===== src/hdl/pfa_pkg.sv =====
// pfa_pkg: shared types and constants of the prime field ALU.
// Operation codes and the class record passed from front to back.
// No dependencies.
package pfa_pkg;

	localparam logic [2:0] OP_ADD = 3'd0;
	localparam logic [2:0] OP_SUB = 3'd1;
	localparam logic [2:0] OP_MUL = 3'd2;
	localparam logic [2:0] OP_DIV = 3'd3;
	localparam logic [2:0] OP_NEG = 3'd4;
	localparam logic [2:0] OP_INV = 3'd5;
	localparam logic [2:0] OP_RED = 3'd6;
	localparam logic [2:0] OP_POW = 3'd7;

	localparam int MOD_RESET = 32749;

	typedef struct packed {
		logic [2:0] op;
		logic       err;
		logic [6:0] cnt;
	} pfa_cls_t;

endpackage


===== src/hdl/pfa_front.sv =====
// pfa_front: modulus register, request acceptance and classification.
// Flags bad modulus, unreduced operands and zero power count; saturates count.
// Depends on pfa_pkg.
module pfa_front import pfa_pkg::*; #(
	parameter int EB   = 15,
	parameter int MAXP = 64
) (
	input  logic                clk,
	input  logic                arst_n,
	input  logic                cfg_we,
	input  logic [EB:0]         cfg_wdata,
	input  logic                req_valid,
	output logic                req_ready,
	input  logic [2:0]          operation,
	input  logic signed [31:0]  operand_a,
	input  logic [EB-1:0]       operand_b,
	input  logic [6:0]          power_count,
	output logic [EB:0]         p,
	input  logic                q_full,
	output logic                q_wr,
	output pfa_cls_t            cls
);

	logic [EB:0] mod_q;
	logic        mod_bad, a_bad, b_bad, uses_a, uses_b;

	always_ff @(posedge clk or negedge arst_n) begin
		if (!arst_n) begin
			mod_q <= (EB+1)'(MOD_RESET);
		end else if (cfg_we) begin
			mod_q <= cfg_wdata;
		end
	end

	assign p = mod_q;
	assign req_ready = ~q_full;
	assign q_wr = req_valid & ~q_full;

	always_comb begin
		mod_bad = (mod_q < (EB+1)'(2)) | (mod_q[EB] & (|mod_q[EB-1:0]));
		a_bad   = operand_a[31] | ({1'b0, operand_a[30:0]} >= 32'(mod_q));
		b_bad   = {1'b0, operand_b} >= mod_q;
		uses_a  = (operation != OP_RED) && (operation != OP_POW);
		uses_b  = (operation == OP_ADD) || (operation == OP_SUB) ||
			(operation == OP_MUL) || (operation == OP_DIV);
		cls.op  = operation;
		cls.err = mod_bad | (uses_a & a_bad) | (uses_a & uses_b & b_bad) |
			((operation == OP_POW) & (power_count == 7'd0));
		cls.cnt = (power_count > 7'(MAXP)) ? 7'(MAXP) : power_count;
	end

endmodule


===== src/hdl/pfa_queue.sv =====
// pfa_queue: two-entry queue between front and back.
// Plain storage, no dependencies.
module pfa_queue #(
	parameter int W = 8
) (
	input  logic         clk,
	input  logic         arst_n,
	input  logic         wr,
	input  logic [W-1:0] wr_data,
	output logic         full,
	output logic         rd_valid,
	input  logic         rd,
	output logic [W-1:0] rd_data
);

	logic [W-1:0] mem [2];
	logic         wr_ptr_q, rd_ptr_q;
	logic [1:0]   cnt_q;

	always_ff @(posedge clk) begin
		if (wr) begin
			mem[wr_ptr_q] <= wr_data;
		end
	end

	always_ff @(posedge clk or negedge arst_n) begin
		if (!arst_n) begin
			wr_ptr_q <= 1'b0;
			rd_ptr_q <= 1'b0;
			cnt_q    <= 2'd0;
		end else begin
			if (wr) begin
				wr_ptr_q <= ~wr_ptr_q;
			end
			if (rd) begin
				rd_ptr_q <= ~rd_ptr_q;
			end
			cnt_q <= cnt_q + {1'b0, wr} - {1'b0, rd};
		end
	end

	assign full     = cnt_q == 2'd2;
	assign rd_valid = cnt_q != 2'd0;
	assign rd_data  = mem[rd_ptr_q];

endmodule


===== src/hdl/pfa_div.sv =====
// pfa_div: restoring divider, one quotient bit per cycle.
// Gives quotient and remainder; no dependencies.
module pfa_div #(
	parameter int DW = 32,
	parameter int PW = 16
) (
	input  logic          clk,
	input  logic          arst_n,
	input  logic          start,
	input  logic [DW-1:0] dividend,
	input  logic [PW-1:0] divisor,
	output logic          done,
	output logic [DW-1:0] quo,
	output logic [PW-1:0] rem
);

	localparam int CW = $clog2(DW + 1);

	logic          busy_q, done_q;
	logic [CW-1:0] cnt_q;
	logic [DW-1:0] acc_q;
	logic [PW-1:0] rem_q, dvs_q;
	logic [PW:0]   shifted, nrem;
	logic          ge;

	always_comb begin
		shifted = {rem_q, acc_q[DW-1]};
		ge      = shifted >= {1'b0, dvs_q};
		nrem    = ge ? shifted - {1'b0, dvs_q} : shifted;
	end

	always_ff @(posedge clk) begin
		if (start) begin
			acc_q <= dividend;
			rem_q <= '0;
			dvs_q <= divisor;
		end else if (busy_q) begin
			acc_q <= {acc_q[DW-2:0], ge};
			rem_q <= nrem[PW-1:0];
		end
	end

	always_ff @(posedge clk or negedge arst_n) begin
		if (!arst_n) begin
			busy_q <= 1'b0;
			done_q <= 1'b0;
			cnt_q  <= '0;
		end else begin
			done_q <= 1'b0;
			if (start) begin
				busy_q <= 1'b1;
				cnt_q  <= CW'(DW);
			end else if (busy_q) begin
				cnt_q <= cnt_q - CW'(1);
				if (cnt_q == CW'(1)) begin
					busy_q <= 1'b0;
					done_q <= 1'b1;
				end
			end
		end
	end

	assign done = done_q;
	assign quo  = acc_q;
	assign rem  = rem_q;

endmodule


===== src/hdl/pfa_back.sv =====
// pfa_back: sequencer that carries out one classified request at a time.
// Uses the shared divider for each reduce and multiply and each Euclid step.
// Depends on pfa_pkg.
module pfa_back import pfa_pkg::*; #(
	parameter int EB = 15,
	parameter int DW = 32
) (
	input  logic          clk,
	input  logic          arst_n,
	input  logic [EB:0]   p,
	input  logic          q_valid,
	output logic          q_rd,
	input  pfa_cls_t      cls,
	input  logic [31:0]   qa,
	input  logic [EB-1:0] qb,
	output logic          d_start,
	output logic [DW-1:0] d_dvd,
	output logic [EB:0]   d_dvs,
	input  logic          d_done,
	input  logic [DW-1:0] d_quo,
	input  logic [EB:0]   d_rem,
	output logic          res_valid,
	input  logic          res_ready,
	output logic [EB-1:0] value,
	output logic          error,
	output logic          last
);

	localparam int PW = EB + 1;
	localparam int TW = EB + 2;

	localparam logic [3:0] S_IDLE = 4'd0;
	localparam logic [3:0] S_RED  = 4'd1;
	localparam logic [3:0] S_PMUL = 4'd2;
	localparam logic [3:0] S_MUL  = 4'd3;
	localparam logic [3:0] S_MDIV = 4'd4;
	localparam logic [3:0] S_ETST = 4'd5;
	localparam logic [3:0] S_EDIV = 4'd6;
	localparam logic [3:0] S_EMUL = 4'd7;
	localparam logic [3:0] S_ETUP = 4'd8;
	localparam logic [3:0] S_OUT  = 4'd9;

	logic [3:0]           state_q;
	logic [2:0]           op_q;
	logic [31:0]          a_q;
	logic [6:0]           cnt_q;
	logic [EB-1:0]        val_q, red_q, ma_q, mb_q;
	logic                 err_q, last_q, dstart_q;
	logic [DW-1:0]        dvd_q;
	logic [PW-1:0]        dvs_q, r0_q, r1_q, q_q;
	logic signed [TW-1:0] t0_q, t1_q;
	logic [2*EB-1:0]      prod_q;
	logic signed [PW+TW:0] qt_q;

	logic [PW-1:0] sum, dif, neg, redv;
	logic [TW-1:0] invv;
	logic [31:0]   absa;

	always_comb begin
		sum  = {1'b0, qa[EB-1:0]} + {1'b0, qb};
		if (sum >= p) begin
			sum = sum - p;
		end
		dif  = (qa[EB-1:0] >= qb) ? {1'b0, qa[EB-1:0]} - {1'b0, qb}
			: {1'b0, qa[EB-1:0]} + p - {1'b0, qb};
		neg  = (qa[EB-1:0] == '0) ? '0 : p - {1'b0, qa[EB-1:0]};
		absa = qa[31] ? 32'(-qa) : qa;
		redv = (a_q[31] && d_rem != '0) ? p - d_rem : d_rem;
		invv = t0_q[TW-1] ? t0_q + {1'b0, p} : t0_q;
	end

	assign q_rd      = (state_q == S_IDLE) & q_valid;
	assign d_start   = dstart_q;
	assign d_dvd     = dvd_q;
	assign d_dvs     = dvs_q;
	assign res_valid = state_q == S_OUT;
	assign value     = val_q;
	assign error     = err_q;
	assign last      = last_q;

	always_ff @(posedge clk) begin
		unique case (state_q)
			S_IDLE: begin
				op_q  <= cls.op;
				a_q   <= qa;
				cnt_q <= cls.cnt;
				err_q <= cls.err;
				last_q <= 1'b1;
				val_q <= '0;
				ma_q  <= qa[EB-1:0];
				mb_q  <= qb;
				dvd_q <= DW'(absa);
				dvs_q <= p;
				r0_q  <= p;
				r1_q  <= (cls.op == OP_DIV) ? {1'b0, qb} : qa[PW-1:0];
				t0_q  <= '0;
				t1_q  <= TW'(1);
				if (!cls.err) begin
					if (cls.op == OP_ADD) begin
						val_q <= sum[EB-1:0];
					end else if (cls.op == OP_SUB) begin
						val_q <= dif[EB-1:0];
					end else if (cls.op == OP_NEG) begin
						val_q <= neg[EB-1:0];
					end
				end
			end
			S_RED: begin
				if (d_done) begin
					red_q  <= redv[EB-1:0];
					val_q  <= (op_q == OP_POW) ? EB'(1) : redv[EB-1:0];
					last_q <= (op_q != OP_POW) || (cnt_q == 7'd1);
				end
			end
			S_PMUL: begin
				prod_q <= ma_q * mb_q;
			end
			S_MUL: begin
				dvd_q <= DW'(prod_q);
				dvs_q <= p;
			end
			S_MDIV: begin
				if (d_done) begin
					val_q  <= d_rem[EB-1:0];
					last_q <= (op_q != OP_POW) || (cnt_q == 7'd1);
				end
			end
			S_ETST: begin
				dvd_q <= DW'(r0_q);
				dvs_q <= r1_q;
				if (r1_q == '0) begin
					if (r0_q != PW'(1)) begin
						err_q <= 1'b1;
						val_q <= '0;
					end else begin
						val_q <= invv[EB-1:0];
						ma_q  <= a_q[EB-1:0];
						mb_q  <= invv[EB-1:0];
					end
				end
			end
			S_EDIV: begin
				if (d_done) begin
					q_q  <= d_quo[PW-1:0];
					r0_q <= r1_q;
					r1_q <= d_rem;
				end
			end
			S_EMUL: begin
				qt_q <= $signed({1'b0, q_q}) * t1_q;
			end
			S_ETUP: begin
				t0_q <= t1_q;
				t1_q <= t0_q - qt_q[TW-1:0];
			end
			S_OUT: begin
				if (res_ready) begin
					cnt_q <= cnt_q - 7'd1;
					ma_q  <= val_q;
					mb_q  <= red_q;
				end
			end
			default: begin
			end
		endcase
	end

	always_ff @(posedge clk or negedge arst_n) begin
		if (!arst_n) begin
			state_q  <= S_IDLE;
			dstart_q <= 1'b0;
		end else begin
			dstart_q <= 1'b0;
			unique case (state_q)
				S_IDLE: begin
					if (q_valid) begin
						if (cls.err) begin
							state_q <= S_OUT;
						end else begin
							case (cls.op)
								OP_ADD, OP_SUB, OP_NEG: state_q <= S_OUT;
								OP_MUL: state_q <= S_PMUL;
								OP_DIV, OP_INV: state_q <= S_ETST;
								default: begin
									dstart_q <= 1'b1;
									state_q  <= S_RED;
								end
							endcase
						end
					end
				end
				S_RED: begin
					if (d_done) begin
						state_q <= S_OUT;
					end
				end
				S_PMUL: state_q <= S_MUL;
				S_MUL: begin
					dstart_q <= 1'b1;
					state_q  <= S_MDIV;
				end
				S_MDIV: begin
					if (d_done) begin
						state_q <= S_OUT;
					end
				end
				S_ETST: begin
					if (r1_q == '0) begin
						if (r0_q != PW'(1) || op_q == OP_INV) begin
							state_q <= S_OUT;
						end else begin
							state_q <= S_PMUL;
						end
					end else begin
						dstart_q <= 1'b1;
						state_q  <= S_EDIV;
					end
				end
				S_EDIV: begin
					if (d_done) begin
						state_q <= S_EMUL;
					end
				end
				S_EMUL: state_q <= S_ETUP;
				S_ETUP: state_q <= S_ETST;
				S_OUT: begin
					if (res_ready) begin
						if (op_q == OP_POW && !last_q && !err_q) begin
							state_q <= S_PMUL;
						end else begin
							state_q <= S_IDLE;
						end
					end
				end
				default: state_q <= S_IDLE;
			endcase
		end
	end

endmodule


===== src/hdl/prime_field_alu_core.sv =====
// prime_field_alu_core: modular arithmetic unit over GF(p), p configurable.
// Front classifier, two-entry queue, sequencing back end and shared divider.
// Depends on pfa_pkg, pfa_front, pfa_queue, pfa_div, pfa_back.
//
//   port group  | handshake            | payload
//   ------------+----------------------+---------------------------------------
//   request     | req_valid/req_ready  | operation, operand_a, operand_b, power_count
//   result      | res_valid/res_ready  | value, error, last
//   config      | cfg_we               | cfg_wdata (modulus)
//
// Add, sub, neg and errors need no divider. Mul and reduce use the divider (DW = 32
// by default, one divider bit per cycle). Inverse: one divider pass per Euclid
// step, up to about 23 steps; divide adds one mul. Powers: one mul per result after the first.
// Reset restores p = 32749 and empties the queue. A stalled result holds the
// back end; the front keeps taking requests until the queue is full.
module prime_field_alu_core import pfa_pkg::*; #(
	parameter int ELEMENT_BITS = 15,
	parameter int MAX_POWERS   = 64
) (
	input  logic                      clk,
	input  logic                      arst_n,
	input  logic                      cfg_we,
	input  logic [ELEMENT_BITS:0]     cfg_wdata,
	input  logic                      req_valid,
	output logic                      req_ready,
	input  logic [2:0]                operation,
	input  logic signed [31:0]        operand_a,
	input  logic [ELEMENT_BITS-1:0]   operand_b,
	input  logic [6:0]                power_count,
	output logic                      res_valid,
	input  logic                      res_ready,
	output logic [ELEMENT_BITS-1:0]   value,
	output logic                      error,
	output logic                      last
);

	localparam int EB = ELEMENT_BITS;
	localparam int DW = (2 * EB > 32) ? 2 * EB : 32;
	localparam int QW = $bits(pfa_cls_t) + 32 + EB;

	logic [EB:0]   p;
	logic          q_full, q_wr, q_valid, q_rd;
	pfa_cls_t      cls_in, cls_out;
	logic [QW-1:0] q_wdata, q_rdata;
	logic [31:0]   qa;
	logic [EB-1:0] qb;
	logic          d_start, d_done;
	logic [DW-1:0] d_dvd, d_quo;
	logic [EB:0]   d_dvs, d_rem;

	pfa_front #(.EB(EB), .MAXP(MAX_POWERS)) u_front (
		.clk(clk), .arst_n(arst_n), .cfg_we(cfg_we), .cfg_wdata(cfg_wdata),
		.req_valid(req_valid), .req_ready(req_ready), .operation(operation),
		.operand_a(operand_a), .operand_b(operand_b), .power_count(power_count),
		.p(p), .q_full(q_full), .q_wr(q_wr), .cls(cls_in)
	);

	assign q_wdata = {cls_in, operand_a, operand_b};

	pfa_queue #(.W(QW)) u_queue (
		.clk(clk), .arst_n(arst_n), .wr(q_wr), .wr_data(q_wdata), .full(q_full),
		.rd_valid(q_valid), .rd(q_rd), .rd_data(q_rdata)
	);

	assign {cls_out, qa, qb} = q_rdata;

	pfa_div #(.DW(DW), .PW(EB + 1)) u_div (
		.clk(clk), .arst_n(arst_n), .start(d_start), .dividend(d_dvd),
		.divisor(d_dvs), .done(d_done), .quo(d_quo), .rem(d_rem)
	);

	pfa_back #(.EB(EB), .DW(DW)) u_back (
		.clk(clk), .arst_n(arst_n), .p(p), .q_valid(q_valid), .q_rd(q_rd),
		.cls(cls_out), .qa(qa), .qb(qb), .d_start(d_start), .d_dvd(d_dvd),
		.d_dvs(d_dvs), .d_done(d_done), .d_quo(d_quo), .d_rem(d_rem),
		.res_valid(res_valid), .res_ready(res_ready), .value(value),
		.error(error), .last(last)
	);

endmodule

===== config.mk =====
export PLATFORM = sky130hd
export DESIGN_NAME = prime_field_alu_core
export DESIGN_NICKNAME = d
export VERILOG_FILES = /design/src/hdl/pfa_pkg.sv /design/src/hdl/pfa_front.sv /design/src/hdl/pfa_queue.sv /design/src/hdl/pfa_div.sv /design/src/hdl/pfa_back.sv /design/src/hdl/prime_field_alu_core.sv
export SDC_FILE = /design/constraint.sdc
export NUM_CORES = 2
export LEC_CHECK = 0
export BUFFER_PORTS_ARGS = -buffer_cell sky130_fd_sc_hd__buf_2
export CORE_MARGIN = 4
export CORE_UTILIZATION = 44
export DETAILED_ROUTE_END_ITERATION = 12
export PLACE_DENSITY_LB_ADDON = 0.12
export REMOVE_ABC_BUFFERS = 1
export SYNTH_ARGS = -nofsm -noshare
export SYNTH_HDL_FRONTEND = slang
export SYNTH_HIERARCHICAL = 1
export SYNTH_SLANG_ARGS = --single-unit

===== constraint.sdc =====
create_clock -name clk -period 6.3 [get_ports clk]
set_clock_uncertainty 0.05 [all_clocks]
set_input_delay 0.945 -clock clk [delete_from_list [all_inputs] [get_ports clk]]
set_output_delay 0.945 -clock clk [all_outputs]
set_load 0.01 [all_outputs]

==> out/metrics.yaml <==
floorplanning:
  core_area_sq_um: 88510
  die_y_microns: 306.7
  pin_count: 97
  dieArea_sq_um: 94060
  initial_utilization_pct: 44.35
  std_cell_rows: 109
  chipWidth_microns: 306.7
sta:
  max-slew-margin-rel_pct: 30.80
  max_freq_mhz: 163.3
  drv_slew: 0
  tightest_slew_ns: 1.037
  min_period_over_period_pct: 97.18
  fin_crit_ns: 6.122
  setup_viol: 0
  hold_viol: 0
synth:
  synth_enable_flop_cells: 429
  ys.flop_type: "edfxtp_1"
  netlist_instances: 3814
  ys_types: 95
  yosysSeqAreaShare_pct: 35.78
  ys_seq_elements: 478
  async_flop_share_pct: 6.904
  synth_warnings: 6
  syn_avg_cell_area_sq_um: 10.29
  netlist_area_sq_um: 39250
drt:
  avgViaCountPerCell: 5.475
  drt-initial-drc-count: 2139
  wl_per_cell_microns: 21.98
  ant_nets: 0
  vias: 28290
  wirelength_microns: 113600
  drc: 0
  first_pass_iters: 5
clock_tree:
  clkLatencyLatePin_ns: 0.61
  path_clk_slew_ns: 0.06
  root_buffer: "clkbuf_16"
  clk_path_buf_depth: 3
  cts_tree: "yes"
  cts_hold_buf: 0
  htree_levels: 2
  clock_sinks: 478
  numCtsBuffers: 53
placed_design:
  dpl.hpwl_microns: 91100
  dpl_cell_area_sq_um: 41640
  portBuffers: 96
  place.gp.congestion: 0.9622
hold_path:
  holdCritPathClass: "reg2reg"
global_routing:
  grt_pass1_vias: 28350
  grt_pass1_wl_microns: 174200
  grt_max_degree: 67
  grt.overflow.total: 0
  antenna_found_initial: 2
  grtUsageTotal_pct: 24.17
finish:
  nNetsFinal: 4647
  layout_commonest_cell: "inv_1"
  fillers: 8176
  fin_area_sq_um: 43490
  drive_above_1_share_pct: 11.50
  most-common-layout-cells: "497 x inv_1, 429 x edfxtp_1, 383 x nand2_1"
  areaGrowthSynthToFinish_pct: 10.80
setup_path:
  rrSetupSlack_ns: 0.18
  path_class: "reg2reg"
  worstSetupStartpointType: "flop"
  critPathMaxFanout: 6
  worstSetupEndpointType: "flop"
  cp.arrival_ns: 6.42
  required_ns: 6.59
run_status:
  status: "completed"
run:
  max-cap-violations: 0
-- sequential cells by signal, indices dropped and copies added (netlist names), 6 cells and up --
signal	count
u_back/t1_q	17
u_back/prod_q	30
u_back/mb_q	15
u_back/r0_q	16
u_back/red_q	15
u_back/r1_q	16
u_div/quo	32
u_queue/mem	116
u_back/q_q	16
u_div/cnt_q	6
u_back/d_dvd	32
u_div/rem	16
u_front/p	16
u_back/qt_q	17
u_back/a_q	16
u_back/cnt_q	7
u_back/ma_q	15
u_back/t0_q	17
u_back/value	15
u_div/dvs_q	16
u_back/d_dvs	16
-- synthesized netlist by cell type, types with 15 or more instances --
library cell  number  area share [%]
o21ai_0          194             2.5
a22oi_1           31            0.59
o211ai_1          15            0.29
nor2_1           171             1.6
mux2_2            55             1.6
ha_1             332              11
mux2_1            28            0.80
nor4_1            27            0.43
a21o_1            34            0.65
o31ai_1           21            0.40
dfxtp_1           16            0.82
nand3_1           35            0.45
nor2b_1           34            0.54
nor3_1            65            0.83
o21a_1            30            0.57
xnor2_1          147             3.3
inv_1            499             4.8
nand4_1           19            0.30
and3_1            27            0.43
nand2b_1          32            0.51
a21oi_1          137             1.7
edfxtp_1         429              33
clkbuf_1         122             1.2
and2_1           213             3.4
a211oi_1          36            0.69
fa_1             282              14
a221o_1           19            0.48
nand2_1          383             3.7
dfrtp_1           20             1.3
xor2_1            68             1.5
mux2i_1           27            0.69
-- routing by layer --
metal / GRT usage (%) / share of wire [%] / vias up / wire length, microns
met5: 0 / 0.011 / - / 13
met3: 2.555 / 4.8 / 151 / 5509
li1: - / - / 13380 / -
met2: 38.93 / 46 / 759 / 52010
met4: 6.713 / 3.0 / 2 / 3426
met1: 34.93 / 46 / 14000 / 52640
-- worst max-delay path, cell delays in order, from the launching register on --
cell and delay, ns:
edfxtp_1 0.51, buf_4 0.21, and2_1 0.15, fa_1 0.53
fa_1 0.52, fa_1 0.55, fa_1 0.54, fa_1 0.56
inv_1 0.07, fa_1 0.55, inv_1 0.05, ha_1 0.32
a21oi_2 0.18, o21ai_0 0.13, a31o_2 0.25, a21oi_2 0.15
buf_4 0.13, nand2b_1 0.11, nand2_1 0.07, a21oi_2 0.15
xnor2_1 0.08
-- kinds of logic after synthesis --
| group | after synthesis | synth area share [%] |
|---|---|---|
| AO/OA/AOI/OAI | 669 | 11.18 |
| XOR/XNOR | 216 | 4.858 |
| adder cells (fa/ha/maj) | 614 | 24.96 |
| buffers and inverters | 651 | 6.391 |
| flip-flops | 478 | 35.78 |
| multiplexers | 120 | 3.452 |
| AND/OR/NAND/NOR | 1066 | 13.38 |
-- through the flow --
stage                     hold WS (ns)  worst slack (ns)  util (%)  TNS [ns]  cells
after floorplan                 0.3503           -0.7495         -    -23.63   3663
after global placement          0.3542          -0.07727     47.05   -0.1017   5057
after detailed placement        0.3545           -0.1335     47.05   -0.2952   5057
after CTS                       0.3661          0.001209     48.94         0   5158
after global routing            0.3750          -0.04327     49.13  -0.09834   5164
final                           0.3635            0.1777     49.14         0   5167
-- timing repair --
action / 4_1_cts / 5_1_grt
pin swaps: 0 / 13
resized for setup: 5 / 32
setup buffers: 2 / 6
endpoints found under the setup margin: 4 / 8
-- worst paths after layout --
kind,startpoint,endpoint,cells after the start
worst max-delay path,u_back/mb_q[14],u_back/prod_q[24],20
worst min-delay path,u_back/d_dvs[6],u_div/dvs_q[6],0
worst max register to register,u_back/mb_q[14],u_back/prod_q[24],20
worst min register to register,u_back/d_dvs[6],u_div/dvs_q[6],0
max in group asynchronous,arst_n,u_queue/rd_ptr_q,1
min in group asynchronous,arst_n,u_div/cnt_q[0],1
-- layout make-up --
class / instances / area [sq um] / share of cell area [%]
tap: 1165 / 1458 / 3.352
timing repair buffer: 237 / 1563 / 3.593
clock buffer: 66 / 1438 / 3.306
clock inverter: 33 / 206.4 / 0.4747
sequential: 478 / 14050 / 32.30
multi-input combinational: 2685 / 22900 / 52.64
antenna: 3 / 7.507 / 0.01726
inverter: 500 / 1877 / 4.315
Power is left out: the tool's default activity adds up to more than one toggle a clock period on the data nets, which glitch-free logic cannot reach.
